$ cat config.mk
export PLATFORM = sky130hd
export DESIGN_NAME = preemptive_priority_scheduler_flat
export DESIGN_NICKNAME = d
export VERILOG_FILES = /design/src/design/pps_pkg.sv /design/src/design/pps_if.sv /design/src/design/preemptive_priority_scheduler.sv /design/src/design/pps_task_mem.sv /design/src/design/pps_pick.sv /design/src/flat_wrapper.sv
export SDC_FILE = /design/constraint.sdc
export NUM_CORES = 2
export LEC_CHECK = 0
export BUFFER_PORTS_ARGS = -buffer_cell sky130_fd_sc_hd__buf_4
export CAP_MARGIN = 20
export CORE_AREA = 2 2 414 252
export CTS_CLUSTER_DIAMETER = 200
export CTS_CLUSTER_SIZE = 12
export DETAILED_ROUTE_END_ITERATION = 8
export DIE_AREA = 0 0 416 254
export GPL_TIMING_DRIVEN = 0
export PLACE_DENSITY = 0.82
export SETUP_SLACK_MARGIN = 0.3
export SLEW_MARGIN = 5
export SYNTH_ARGS = -nofsm -noshare
export SYNTH_HDL_FRONTEND = slang
export SYNTH_SLANG_ARGS = --single-unit
$ cat constraint.sdc
create_clock -name clk_i -period 9 [get_ports clk_i]
set_clock_uncertainty 0.2 [all_clocks]
set_input_delay 2.25 -clock clk_i [delete_from_list [all_inputs] [get_ports clk_i]]
set_output_delay 2.25 -clock clk_i [all_outputs]
set_load 0.02 [all_outputs]
$ cat src/design/pps_pkg.sv
`timescale 1ns / 1ps

package pps_pkg;

  localparam int unsigned TIME_BITS    = 16;
  localparam int unsigned PRIO_BITS    = 8;
  localparam int unsigned SLOT_FIELD_W = 4;

  typedef logic [TIME_BITS-1:0] time_t;
  typedef logic [PRIO_BITS-1:0] prio_t;

  localparam time_t TIME_MAX = {TIME_BITS{1'b1}};

  // request codes
  localparam logic REQ_LOAD = 1'b0;
  localparam logic REQ_TICK = 1'b1;

  // one task table entry
  typedef struct packed {
    time_t arrival;
    time_t burst;
    time_t remaining;
    prio_t prio;
    time_t response;
    logic  started;
  } task_t;

endpackage

$ cat src/design/pps_if.sv
`timescale 1ns / 1ps

interface pps_req_if;
  logic                                valid;
  logic                                ready;
  logic                                req_type;
  logic [pps_pkg::SLOT_FIELD_W-1:0]    slot;
  pps_pkg::time_t                      arrival_time;
  pps_pkg::time_t                      burst_time;
  pps_pkg::prio_t                      priority_req;

  modport source (
    output valid, req_type, slot, arrival_time, burst_time, priority_req,
    input  ready
  );
  modport sink (
    input  valid, req_type, slot, arrival_time, burst_time, priority_req,
    output ready
  );
endinterface

interface pps_rsp_if;
  logic                                valid;
  logic                                ready;
  logic                                running_valid;
  logic [pps_pkg::SLOT_FIELD_W-1:0]    running_slot;
  pps_pkg::time_t                      tick_time;
  logic                                finished;
  pps_pkg::time_t                      completion_time;
  pps_pkg::time_t                      turnaround_time;
  pps_pkg::time_t                      waiting_time;
  pps_pkg::time_t                      response_time;
  logic                                all_done;
  logic                                time_overflow;

  modport source (
    output valid, running_valid, running_slot, tick_time, finished, completion_time,
           turnaround_time, waiting_time, response_time, all_done, time_overflow,
    input  ready
  );
  modport sink (
    input  valid, running_valid, running_slot, tick_time, finished, completion_time,
           turnaround_time, waiting_time, response_time, all_done, time_overflow,
    output ready
  );
endinterface

$ cat src/design/preemptive_priority_scheduler.sv
`timescale 1ns / 1ps

// Channel  Dir  Modport          Word
// req_i    in   pps_req_if.sink  load a task into a slot, or advance time one tick
// rsp_o    out  pps_rsp_if.source one word per tick: task that ran, times, status
//
// A load writes the task memory and the slot flags.
// A tick runs through its steps up to the next accept: the accept, then
// the scan reads the task memory one slot a cycle over its single read port, then
// a drain step lets the last read land, a commit step writes the winner back to
// memory and a report step loads the result word into the output register.
// Reset clears slot flags, counters, time and overflow; the task memory is not
// cleared, since only loaded slots can ever compete.
// A stalled result is held in the output register; a new request is still taken,
// and its result waits in the report stage until the register frees.

module preemptive_priority_scheduler #(
  parameter int unsigned TASK_SLOTS = 16
) (
  input  logic      clk_i,
  input  logic      rst_ni,
  pps_req_if.sink   req_i,
  pps_rsp_if.source rsp_o
);

  localparam int unsigned IDX_W = $clog2(TASK_SLOTS);
  localparam int unsigned CNT_W = $clog2(TASK_SLOTS + 1);
  localparam int unsigned SF_W  = pps_pkg::SLOT_FIELD_W;
  localparam logic [IDX_W-1:0] LAST_IDX = IDX_W'(TASK_SLOTS - 1);
  localparam pps_pkg::time_t TIME_MAX = pps_pkg::TIME_MAX;

  typedef enum logic [2:0] {
    ST_IDLE,
    ST_SCAN,
    ST_DRAIN,
    ST_COMMIT,
    ST_REPORT
  } state_e;

  state_e state_q;

  // ---------------------------------------------------------------------------
  // Request decode
  // ---------------------------------------------------------------------------
  logic                 req_fire, load_fire, tick_fire, slot_ok;
  logic [31:0]          slot_ext;
  logic [IDX_W-1:0]     ld_idx;
  pps_pkg::time_t       ld_burst;

  assign req_i.ready = (state_q == ST_IDLE);
  assign req_fire    = req_i.valid && req_i.ready;
  assign slot_ext    = 32'(req_i.slot);
  assign slot_ok     = (slot_ext < TASK_SLOTS);
  assign ld_idx      = slot_ext[IDX_W-1:0];
  // drop loads to slots past the table
  assign load_fire   = req_fire && (req_i.req_type == pps_pkg::REQ_LOAD) && slot_ok;
  assign tick_fire   = req_fire && (req_i.req_type == pps_pkg::REQ_TICK);
  // a zero burst runs as one unit
  assign ld_burst    = (req_i.burst_time == '0) ? pps_pkg::time_t'(1) : req_i.burst_time;

  // ---------------------------------------------------------------------------
  // Slot flags, counters, time
  // ---------------------------------------------------------------------------
  logic [TASK_SLOTS-1:0] loaded_q, done_q;
  logic [CNT_W-1:0]      ld_cnt_q, fin_cnt_q;
  pps_pkg::time_t        time_q;
  logic                  ovf_q;

  // scan pipeline
  logic [IDX_W-1:0]      scan_idx_q, rd_idx_q;
  logic                  rd_vld_q;
  pps_pkg::task_t        rd_data;
  logic                  cand_vld;

  // winner of the scan
  logic                  best_found;
  logic [IDX_W-1:0]      best_idx;
  pps_pkg::task_t        best;

  // commit math
  pps_pkg::time_t        tend, rem_new, resp_new, tat;
  logic                  fin;
  logic                  commit_run;

  assign tend       = (time_q == TIME_MAX) ? TIME_MAX : time_q + pps_pkg::time_t'(1);
  assign rem_new    = best.remaining - pps_pkg::time_t'(1);
  assign fin        = (rem_new == '0);
  // record the response only on the first run
  assign resp_new   = best.started ? best.response : time_q - best.arrival;
  assign tat        = tend - best.arrival;
  assign commit_run = (state_q == ST_COMMIT) && best_found;

  always_ff @(posedge clk_i or negedge rst_ni) begin
    if (!rst_ni) begin
      loaded_q  <= '0;
      done_q    <= '0;
      ld_cnt_q  <= '0;
      fin_cnt_q <= '0;
      time_q    <= '0;
      ovf_q     <= 1'b0;
    end else begin
      if (load_fire) begin
        loaded_q[ld_idx] <= 1'b1;
        done_q[ld_idx]   <= 1'b0;
        if (loaded_q[ld_idx]) begin
          // reload of a finished task takes it off the finished tally
          if (done_q[ld_idx] && (fin_cnt_q != '0)) begin
            fin_cnt_q <= fin_cnt_q - CNT_W'(1);
          end
        end else begin
          ld_cnt_q <= ld_cnt_q + CNT_W'(1);
        end
      end
      if (commit_run && fin) begin
        done_q[best_idx] <= 1'b1;
        fin_cnt_q        <= fin_cnt_q + CNT_W'(1);
      end
      if (state_q == ST_COMMIT) begin
        time_q <= tend;
        if (time_q == TIME_MAX) begin
          ovf_q <= 1'b1;
        end
      end
    end
  end

  // ---------------------------------------------------------------------------
  // Task memory: one write port shared by load and commit, one read port for scan
  // ---------------------------------------------------------------------------
  logic             mem_wr_en;
  logic [IDX_W-1:0] mem_wr_addr;
  pps_pkg::task_t   mem_wr_data;
  pps_pkg::task_t   ld_entry, upd_entry;

  always_comb begin
    ld_entry.arrival   = req_i.arrival_time;
    ld_entry.burst     = ld_burst;
    ld_entry.remaining = ld_burst;
    ld_entry.prio      = req_i.priority_req;
    ld_entry.response  = '0;
    ld_entry.started   = 1'b0;

    upd_entry           = best;
    upd_entry.remaining = rem_new;
    upd_entry.response  = resp_new;
    upd_entry.started   = 1'b1;
  end

  // load and commit never coincide: loads are only taken in idle
  assign mem_wr_en   = load_fire || commit_run;
  assign mem_wr_addr = load_fire ? ld_idx : best_idx;
  assign mem_wr_data = load_fire ? ld_entry : upd_entry;

  pps_task_mem #(
    .DEPTH (TASK_SLOTS)
  ) u_mem (
    .clk_i     (clk_i),
    .wr_en_i   (mem_wr_en),
    .wr_addr_i (mem_wr_addr),
    .wr_data_i (mem_wr_data),
    .rd_en_i   (state_q == ST_SCAN),
    .rd_addr_i (scan_idx_q),
    .rd_data_o (rd_data)
  );

  // a slot competes only if loaded and unfinished; arrival is checked in the picker
  assign cand_vld = rd_vld_q && loaded_q[rd_idx_q] && !done_q[rd_idx_q];

  pps_pick #(
    .IDX_W (IDX_W)
  ) u_pick (
    .clk_i      (clk_i),
    .rst_ni     (rst_ni),
    .clr_i      (tick_fire),
    .cand_vld_i (cand_vld),
    .cand_idx_i (rd_idx_q),
    .cand_i     (rd_data),
    .now_i      (time_q),
    .found_o    (best_found),
    .idx_o      (best_idx),
    .best_o     (best)
  );

  // ---------------------------------------------------------------------------
  // Report stage: hold the committed tick until the output register frees
  // ---------------------------------------------------------------------------
  logic             rep_found_q, rep_fin_q;
  logic [IDX_W-1:0] rep_slot_q;
  pps_pkg::time_t   rep_t_q, rep_tend_q, rep_tat_q, rep_resp_q, rep_burst_q;
  pps_pkg::time_t   wt;
  logic             rep_fin;
  logic             out_vld_q, out_free, out_load;

  always_ff @(posedge clk_i) begin
    if (state_q == ST_COMMIT) begin
      rep_found_q <= best_found;
      rep_fin_q   <= fin;
      rep_slot_q  <= best_idx;
      rep_t_q     <= time_q;
      rep_tend_q  <= tend;
      rep_tat_q   <= tat;
      rep_resp_q  <= resp_new;
      rep_burst_q <= best.burst;
    end
  end

  // saturated time can leave turnaround below burst: floor the wait at zero
  assign wt       = (rep_tat_q >= rep_burst_q) ? rep_tat_q - rep_burst_q : '0;
  assign rep_fin  = rep_found_q && rep_fin_q;
  assign out_free = !out_vld_q || rsp_o.ready;
  assign out_load = (state_q == ST_REPORT) && out_free;

  // ---------------------------------------------------------------------------
  // Sequencer and output register
  // ---------------------------------------------------------------------------
  always_ff @(posedge clk_i or negedge rst_ni) begin
    if (!rst_ni) begin
      state_q               <= ST_IDLE;
      scan_idx_q            <= '0;
      rd_idx_q              <= '0;
      rd_vld_q              <= 1'b0;
      out_vld_q             <= 1'b0;
      rsp_o.running_valid   <= 1'b0;
      rsp_o.running_slot    <= '0;
      rsp_o.tick_time       <= '0;
      rsp_o.finished        <= 1'b0;
      rsp_o.completion_time <= '0;
      rsp_o.turnaround_time <= '0;
      rsp_o.waiting_time    <= '0;
      rsp_o.response_time   <= '0;
      rsp_o.all_done        <= 1'b0;
      rsp_o.time_overflow   <= 1'b0;
    end else begin
      rd_vld_q <= (state_q == ST_SCAN);
      rd_idx_q <= scan_idx_q;

      // load a new word, or drop the current one once it is taken
      if (out_load) begin
        out_vld_q <= 1'b1;
      end else if (rsp_o.ready) begin
        out_vld_q <= 1'b0;
      end

      unique case (state_q)
        ST_IDLE: begin
          if (tick_fire) begin
            scan_idx_q <= '0;
            state_q    <= ST_SCAN;
          end
        end
        ST_SCAN: begin
          if (scan_idx_q == LAST_IDX) begin
            state_q <= ST_DRAIN;
          end else begin
            scan_idx_q <= scan_idx_q + IDX_W'(1);
          end
        end
        ST_DRAIN: begin
          state_q <= ST_COMMIT;
        end
        ST_COMMIT: begin
          state_q <= ST_REPORT;
        end
        ST_REPORT: begin
          if (out_load) begin
            rsp_o.running_valid   <= rep_found_q;
            rsp_o.running_slot    <= rep_found_q ? SF_W'(rep_slot_q) : '0;
            rsp_o.tick_time       <= rep_t_q;
            rsp_o.finished        <= rep_fin;
            rsp_o.completion_time <= rep_fin ? rep_tend_q : '0;
            rsp_o.turnaround_time <= rep_fin ? rep_tat_q : '0;
            rsp_o.waiting_time    <= rep_fin ? wt : '0;
            rsp_o.response_time   <= rep_fin ? rep_resp_q : '0;
            rsp_o.all_done        <= (fin_cnt_q == ld_cnt_q);
            rsp_o.time_overflow   <= ovf_q;
            state_q               <= ST_IDLE;
          end
        end
        default: begin
          state_q <= ST_IDLE;
        end
      endcase
    end
  end

  assign rsp_o.valid = out_vld_q;

`ifndef SYNTHESIS
  a_fin_le_loaded: assert property (@(posedge clk_i) disable iff (!rst_ni)
    fin_cnt_q <= ld_cnt_q)
    else $error("finished count exceeds loaded count");

  a_done_is_loaded: assert property (@(posedge clk_i) disable iff (!rst_ni)
    (done_q & ~loaded_q) == '0)
    else $error("done flag set on an unloaded slot");

  a_no_write_in_scan: assert property (@(posedge clk_i) disable iff (!rst_ni)
    (state_q == ST_SCAN || state_q == ST_DRAIN) |-> !mem_wr_en)
    else $error("task memory written during scan");

  a_time_step: assert property (@(posedge clk_i) disable iff (!rst_ni)
    state_q == ST_COMMIT |=>
      (time_q == $past(time_q) + pps_pkg::time_t'(1)) || (time_q == TIME_MAX))
    else $error("time did not advance by one tick");
`endif

endmodule

$ cat src/design/pps_task_mem.sv
`timescale 1ns / 1ps

module pps_task_mem #(
  parameter int unsigned DEPTH = 16
) (
  input  logic                     clk_i,
  input  logic                     wr_en_i,
  input  logic [$clog2(DEPTH)-1:0] wr_addr_i,
  input  pps_pkg::task_t           wr_data_i,
  input  logic                     rd_en_i,
  input  logic [$clog2(DEPTH)-1:0] rd_addr_i,
  output pps_pkg::task_t           rd_data_o
);

  pps_pkg::task_t mem [DEPTH];

  always_ff @(posedge clk_i) begin
    if (wr_en_i) begin
      mem[wr_addr_i] <= wr_data_i;
    end
  end

  always_ff @(posedge clk_i) begin
    if (rd_en_i) begin
      rd_data_o <= mem[rd_addr_i];
    end
  end

endmodule

$ cat src/design/pps_pick.sv
`timescale 1ns / 1ps

module pps_pick #(
  parameter int unsigned IDX_W = 4
) (
  input  logic                 clk_i,
  input  logic                 rst_ni,
  input  logic                 clr_i,
  input  logic                 cand_vld_i,
  input  logic [IDX_W-1:0]     cand_idx_i,
  input  pps_pkg::task_t       cand_i,
  input  pps_pkg::time_t       now_i,
  output logic                 found_o,
  output logic [IDX_W-1:0]     idx_o,
  output pps_pkg::task_t       best_o
);

  logic found_q;
  logic take;

  // strict compares keep the earlier (lower) slot on a full tie
  assign take = cand_vld_i && (cand_i.arrival <= now_i) &&
                (!found_q || (cand_i.prio < best_o.prio) ||
                 ((cand_i.prio == best_o.prio) && (cand_i.arrival < best_o.arrival)));

  always_ff @(posedge clk_i or negedge rst_ni) begin
    if (!rst_ni) begin
      found_q <= 1'b0;
    end else if (clr_i) begin
      found_q <= 1'b0;
    end else if (take) begin
      found_q <= 1'b1;
    end
  end

  always_ff @(posedge clk_i) begin
    if (take && !clr_i) begin
      idx_o  <= cand_idx_i;
      best_o <= cand_i;
    end
  end

  assign found_o = found_q;

endmodule

$ cat src/flat_wrapper.sv
// flat-port wrapper written by rule: the top's interface ports become plain ports
module preemptive_priority_scheduler_flat 
#(
  parameter int unsigned TASK_SLOTS = 16
)
  (clk_i, rst_ni, req_i_valid, req_i_req_type, req_i_slot, req_i_arrival_time, req_i_burst_time, req_i_priority_req, req_i_ready, rsp_o_valid, rsp_o_running_valid, rsp_o_running_slot, rsp_o_tick_time, rsp_o_finished, rsp_o_completion_time, rsp_o_turnaround_time, rsp_o_waiting_time, rsp_o_response_time, rsp_o_all_done, rsp_o_time_overflow, rsp_o_ready);
  pps_req_if req_i_i ();
  pps_rsp_if rsp_o_i ();
  input  logic clk_i;
  input  logic rst_ni;
  input wire logic [$bits(req_i_i.valid)-1:0] req_i_valid;
  input wire logic [$bits(req_i_i.req_type)-1:0] req_i_req_type;
  input wire logic [$bits(req_i_i.slot)-1:0] req_i_slot;
  input wire logic [$bits(req_i_i.arrival_time)-1:0] req_i_arrival_time;
  input wire logic [$bits(req_i_i.burst_time)-1:0] req_i_burst_time;
  input wire logic [$bits(req_i_i.priority_req)-1:0] req_i_priority_req;
  output wire logic [$bits(req_i_i.ready)-1:0] req_i_ready;
  output wire logic [$bits(rsp_o_i.valid)-1:0] rsp_o_valid;
  output wire logic [$bits(rsp_o_i.running_valid)-1:0] rsp_o_running_valid;
  output wire logic [$bits(rsp_o_i.running_slot)-1:0] rsp_o_running_slot;
  output wire logic [$bits(rsp_o_i.tick_time)-1:0] rsp_o_tick_time;
  output wire logic [$bits(rsp_o_i.finished)-1:0] rsp_o_finished;
  output wire logic [$bits(rsp_o_i.completion_time)-1:0] rsp_o_completion_time;
  output wire logic [$bits(rsp_o_i.turnaround_time)-1:0] rsp_o_turnaround_time;
  output wire logic [$bits(rsp_o_i.waiting_time)-1:0] rsp_o_waiting_time;
  output wire logic [$bits(rsp_o_i.response_time)-1:0] rsp_o_response_time;
  output wire logic [$bits(rsp_o_i.all_done)-1:0] rsp_o_all_done;
  output wire logic [$bits(rsp_o_i.time_overflow)-1:0] rsp_o_time_overflow;
  input wire logic [$bits(rsp_o_i.ready)-1:0] rsp_o_ready;
  assign req_i_i.valid = req_i_valid;
  assign req_i_i.req_type = req_i_req_type;
  assign req_i_i.slot = req_i_slot;
  assign req_i_i.arrival_time = req_i_arrival_time;
  assign req_i_i.burst_time = req_i_burst_time;
  assign req_i_i.priority_req = req_i_priority_req;
  assign req_i_ready = req_i_i.ready;
  assign rsp_o_valid = rsp_o_i.valid;
  assign rsp_o_running_valid = rsp_o_i.running_valid;
  assign rsp_o_running_slot = rsp_o_i.running_slot;
  assign rsp_o_tick_time = rsp_o_i.tick_time;
  assign rsp_o_finished = rsp_o_i.finished;
  assign rsp_o_completion_time = rsp_o_i.completion_time;
  assign rsp_o_turnaround_time = rsp_o_i.turnaround_time;
  assign rsp_o_waiting_time = rsp_o_i.waiting_time;
  assign rsp_o_response_time = rsp_o_i.response_time;
  assign rsp_o_all_done = rsp_o_i.all_done;
  assign rsp_o_time_overflow = rsp_o_i.time_overflow;
  assign rsp_o_i.ready = rsp_o_ready;
  preemptive_priority_scheduler #(.TASK_SLOTS(TASK_SLOTS)) u_core (.clk_i(clk_i), .rst_ni(rst_ni), .req_i(req_i_i), .rsp_o(rsp_o_i));
endmodule
# Word-level counts from Yosys, hierarchy flattened
# Memory sizes are Yosys's and may differ from the RTL's. A register that Yosys moved wholly into a read port is not among the register bits.
# Index checks and enable logic that the tools add are counted.
# Widths: inputs -> output; s select.
# word_totals
elab_cells	158
regBits	324
input_bits	49
ramBits	1168
n_memories	1
# op_classes
bitwise	6
add_sub_neg	9
order_cmp	10
reduce_logical	41
mux	42
n_eq_ne	12
# memory_table
memory	depth	width	read_ports	rd_ports_with_merged_regs	wr	line_no	source
u_core.u_mem.mem	16	73	1	1	1	pps_task_mem.sv:15	pps_pkg::task_t mem [DEPTH];
# op_table
cell	n
$mux 16	10
$mux 73	1
$sub 16x16->16	3
$logic_not 16->1	2
$or 16x16->16	2
$lt 4x5->1 const B	4
$mux 5	4
$logic_and 1x1->1	17
$add 16x1->16 const B	1
$and 16x16->16	1
$bmux 1 s4	4
$eq 16x16->1 const B	1
$ge 16x16->1	1
$le 16x16->1	1
$lt 16x16->1	1
$mux 4	4
$not 16->16	1
$sub 16x1->16 const B	1
$pmux 3 s5	1
$mux 1	12
$reduce_bool 2->1	6
$add 5x1->5 const B	2
$mux 3	3
$reduce_and 3->1	3
other kinds (20)	34

# Depth between registers and ports, before layout
# logic_depth
word_depth	9
ltp_mapped	17
ltp_nobuf	15

# Cells and area by module
# A second synthesis with hierarchy kept.
# hier_totals
hier_cells	3360
area_unflattened_um2	62304.8
# modules_own_cells
mod	area_each_um2	n_inst	cells_per_inst
pps_task_mem	45857.7	1	1875
preemptive_priority_scheduler	13093.8	1	1268
pps_pick	3353.2	1	217

# Worst setup path after synthesis
# OpenSTA, ideal clock, no wires.
# synth_path
path_type	input to register
from	input port req_i_valid
to	register u_core.u_pick.best_o[0] in the netlist's numbering, enable pin
required_time_ps	8242
n_path_buf	0
setup_ps	558
path_slack_ps	1672
arrival_time_ps	6569
stages	5
cell_sequence	nand3_1 -> nand2_1 -> a211oi_1 -> o211ai_1 -> a31oi_1
# synth_between
elab_chain_cells	4
# synth_rtl
element	line_no	source
start: declaration	flat_wrapper.sv:11	input wire logic [$bits(req_i_i.valid)-1:0] req_i_valid;
$logic_and 1x1->1	preemptive_priority_scheduler.sv:51	assign req_fire = req_i.valid && req_i.ready;
$logic_and 1x1->1	preemptive_priority_scheduler.sv:57	assign tick_fire = req_fire && (req_i.req_type == pps_pkg::REQ_TICK);
$logic_not 1->1	pps_pick.sv:37	if (take && !clr_i) begin
$logic_and 1x1->1	pps_pick.sv:37	
end signal: assignment	pps_pick.sv:39	best_o <= cand_i;
end: declaration	pps_pick.sv:15	output pps_pkg::task_t best_o
# Every way passes these cells.
# A chain may end at the register's enable or synchronous reset.

# Worst setup path in the final report
# layout_path
from	register u_core.time_q[1]
to	register u_core.rep_tat_q[14] (data pin)
# layout_between
elab_chain_cells	3
elab_cells_between_ends	4
classes_between	2 x add/sub; 1 x eq/ne; 1 x mux
# layout_rtl
element	line_no	source
start: declaration	preemptive_priority_scheduler.sv:66	pps_pkg::time_t time_q;
start signal: assignment	preemptive_priority_scheduler.sv:119	time_q <= tend;
$add 16x1->16 or $eq 16x16->1 (tied branches)	preemptive_priority_scheduler.sv:85	assign tend = (time_q == TIME_MAX) ? TIME_MAX : time_q + pps_pkg::time_t'(1);
$mux 16 *	preemptive_priority_scheduler.sv:85	
net u_core.tend[3]	preemptive_priority_scheduler.sv:81	pps_pkg::time_t tend, rem_new, resp_new, tat;
$sub 16x16->16 *	preemptive_priority_scheduler.sv:90	assign tat = tend - best.arrival;
net u_core.tat[14]	preemptive_priority_scheduler.sv:81	
end signal: assignment	preemptive_priority_scheduler.sv:201	rep_tat_q <= tat;
end: declaration	preemptive_priority_scheduler.sv:189	pps_pkg::time_t rep_t_q, rep_tend_q, rep_tat_q, rep_resp_q, rep_burst_q;
# Mark *: on every way through the listed nets, which the timed path passes. The rest lies on a longest branch.

==> run metrics <==
Inserted Clock Buffers 148; Hold Path Class reg -> reg; EDFF count, synth approximately 1400; Yosys reg bits 1565; Syn Inst Count 3324; Power Dens Cells 305 nW/um^2; die width 416 um; Clock H-tree levels 4; row count 91; Crit. End Element register; first-pass GRT wire length between 200000 and 300000 um; share of layout cells above drive strength 1 0.234; hold_sp u_core.u_mem.rd_data_o[47]; number of buffers and inverters on the critical path 3; Slew headroom 0.194; dpl cells approximately 5000; GR Overflow Total 0; post-route ant nets 0; status complete, no violations; Starting Density 0.616; Post-CTS Setup Bufs 0; leakage power 0.0244 uW; top-count cell post-synth edfxtp_1; R2R cell count 16; Post-synth top cells 1404 x edfxtp_1, 375 x mux4_2, 271 x nand2_1; Die Span Y around 250 um; final setup violation count 0; Synth Cell Area around 63000 sq um; Peak Freq 165 MHz; post-synth cell types 76; count of pins over their slew limit 0; Worst path slowest cell nor4_2; placed cell area 67600 sq um; Multi-input gate area 15800 sq um; VDD IR max 0.000235 V; CTS tree done; CP required slightly above 9000 ps; CTS sink count 1565; CP delay by family, top compound AO/OA/AOI/OAI gates; Top cell by count, worst path clkbuf_1; hold buffer count at CTS 0; drt total wl ~180000 um; Non-Filler Instances 5135; max-cap violation count 0; syn nets 3470; Synth top area share 0.672; io pins 139; actual slew at the worst max-slew pin 1210 ps; initial antenna violation count 4; Final min period 6050 ps; YS warnings 0; top_reg_cell synth edfxtp_1; Port Buffers around 140; Worst Hold Endpoint u_core.u_pick.best_o[47]; CP Max Fanout 10; post-layout instance area approximately 70000 sq um; unrepaired setup endpoints after global routing no; slowest stage delay, CP 700 ps; root buf cell clkbuf_16; register area between 40000 and 50000 sq um; fill count about 5800; Clock transition at path regs 60 ps; die area 106000 sq um; GRT Util Overall 0.347; initial drt markers 7139; Crit Path Class reg -> reg; vias 36707; number of global-route vias before repair 36188; post-cts resize count 0; R2R setup slack just under 3000 ps; period utilisation layout 0.672; Detailed Place HPWL roughly 110000 um; sequential area share after synthesis 0.736; core area 102000 sq um; largest net degree at the start of global routing 110; Skew-Pair Late Insertion Delay 790 ps; worst r2r src u_core.time_q[1]; layout net count slightly below 4000; Worst Hold Depth 0; Remaining DRCs 0; CP Cell Sequence ha_1 > and3_1 > clkbuf_1 > nand3_1 > nor4_2 > nand3_1 > clkbuf_1 > clkbuf_1 > o21ai_0 > ha_1 > a21oi_1 > o21ai_0 > a2111oi_0 > o31ai_1 > a21oi_1 > xnor2_1; reg2reg end u_core.rep_tat_q[14]; area grow syn2layout 14.6%; WP data arrival approximately 6400 ps; average routed wire per standard cell 35.4 um; DR vias/cell 7.15; drt first pass iters 6; syn avg cell area 18.9 sq um; Yosys top cell by area edfxtp_1; Synth async-reset ratio 0.103; CP startpoint kind register; GP Congestion 0.945; ranking of synthesized cells by area edfxtp_1 67%, mux4_2 13%, dfrtp_1 6.4%; final hold vios 0; Max clock buf depth 3
[registers in the layout, summed over array words and instances (netlist names), 3 cells and up]
| register | cells |
|---|---|
| u_core.rep_resp_q | 16 |
| u_core.time_q | 16 |
| u_core.rep_tat_q | 16 |
| u_core.rsp_o.running_slot | 4 |
| u_core.rep_t_q | 16 |
| u_core.loaded_q | 16 |
| u_core.rd_idx_q | 4 |
| u_core.ld_cnt_q | 5 |
| u_core.rep_tend_q | 16 |
| u_core.rsp_o.waiting_time | 16 |
| u_core.rep_burst_q | 16 |
| u_core.u_mem.rd_data_o | 73 |
| u_core.done_q | 16 |
| u_core.state_q | 3 |
| u_core.scan_idx_q | 4 |
| u_core.rsp_o.turnaround_time | 16 |
| u_core.rsp_o.completion_time | 16 |
| u_core.rsp_o.response_time | 16 |
| u_core.rep_slot_q | 4 |
| u_core.rsp_o.tick_time | 16 |
| u_core.u_pick.best_o | 73 |
| u_core.u_mem.mem | 1168 |
| u_core.fin_cnt_q | 5 |
| u_core.u_pick.idx_o | 4 |
[cell families after synthesis]
family / after synthesis / share of synthesized area
DFF: 1565 / 0.736
and+or+nand+nor: 552 / 0.0408
muxes: 406 / 0.140
AOI/OAI and AO/OA: 395 / 0.0389
buffers and inverters: 242 / 0.0149
adders and majority gates: 97 / 0.0198
xor gates and xnor gates: 67 / 0.00935
[how the worst max path moves through the flow]
| stage | depth (start not counted) | start | endpoint | slack [ps] |
|---|---|---|---|---|
| 4_1_cts | 17 | u_core.time_q[0] | u_core.rep_tat_q[14] | 3380 |
| 2_1_floorplan | 5 | req_i_valid | u_core.u_pick.best_o[0] | 1670 |
| 5_1_grt | 17 | u_core.time_q[1] | u_core.rep_tat_q[14] | 2820 |
| 6_report | 16 | u_core.time_q[1] | u_core.rep_tat_q[14] | 2950 |
| 3_5_place_dp | 10 | req_i_req_type | u_core.u_mem.mem[13][21] | 2650 |
| 3_3_place_gp | 7 | req_i_req_type | u_core.u_mem.mem[12][21] | -3140 |
[layout by cell type, fill, tap and decap left out, drive strengths merged, types with 14 or more instances in the layout]
cell / instances
ha: 93
edfxtp: 1404
nor2b: 14
buf: 321
xor2: 21
mux4: 375
nand2b: 20
nor3b: 14
mux2: 24
a22o: 16
inv: 95
o21a: 15
and2: 16
dfrtp: 161
a21oi: 75
nand2: 271
xnor2: 46
nor2: 100
nor3: 28
o21ai: 163
a21o: 25
o21bai: 16
clkbuf: 279
nand3: 28
a31oi: 18
[where the power goes]
group,switching (uW),total [uW],internal (uW)
Clock,2640,5650,3010
Combinational,3810,6500,2690
Sequential,490,9790,9300
[per-stage QoR]
| step | total power, uW | hold slack [ps] | util | setup TNS, ps | worst slack, ps |
|---|---|---|---|---|---|
| finish | 21900 | 219 | 0.706 | 0 | 2950 |
| global route | 22500 | 226 | 0.705 | 0 | 2820 |
| CTS | 21700 | 219 | 0.702 | 0 | 3380 |
| detailed placement | 16000 | 205 | 0.663 | 0 | 2650 |
| global placement | 15600 | 202 | 0.643 | -3397660 | -3140 |
| floorplan | 13500 | 176 | - | 0 | 1670 |
[cell type report]
type                       instances  area share
sequential                      1565       0.642
multi-input combinational       1517       0.219
clock buffer                     174      0.0538
timing repair buffer             272      0.0458
tap                             1348      0.0235
buffer                           154     0.00847
inverter                          88     0.00463
clock inverter                    11     0.00191
antenna                            6    0.000209
[routing by layer]
metal  wire, um  vias to the layer above  global-route usage
met5         16                        -             0.00137
met4       9310                        2               0.168
met3      26700                      590               0.107
met2      81500                     3463               0.508
met1      64000                    18575               0.483
li1           -                    14077                   -
(Power assumes the default switching activity.)
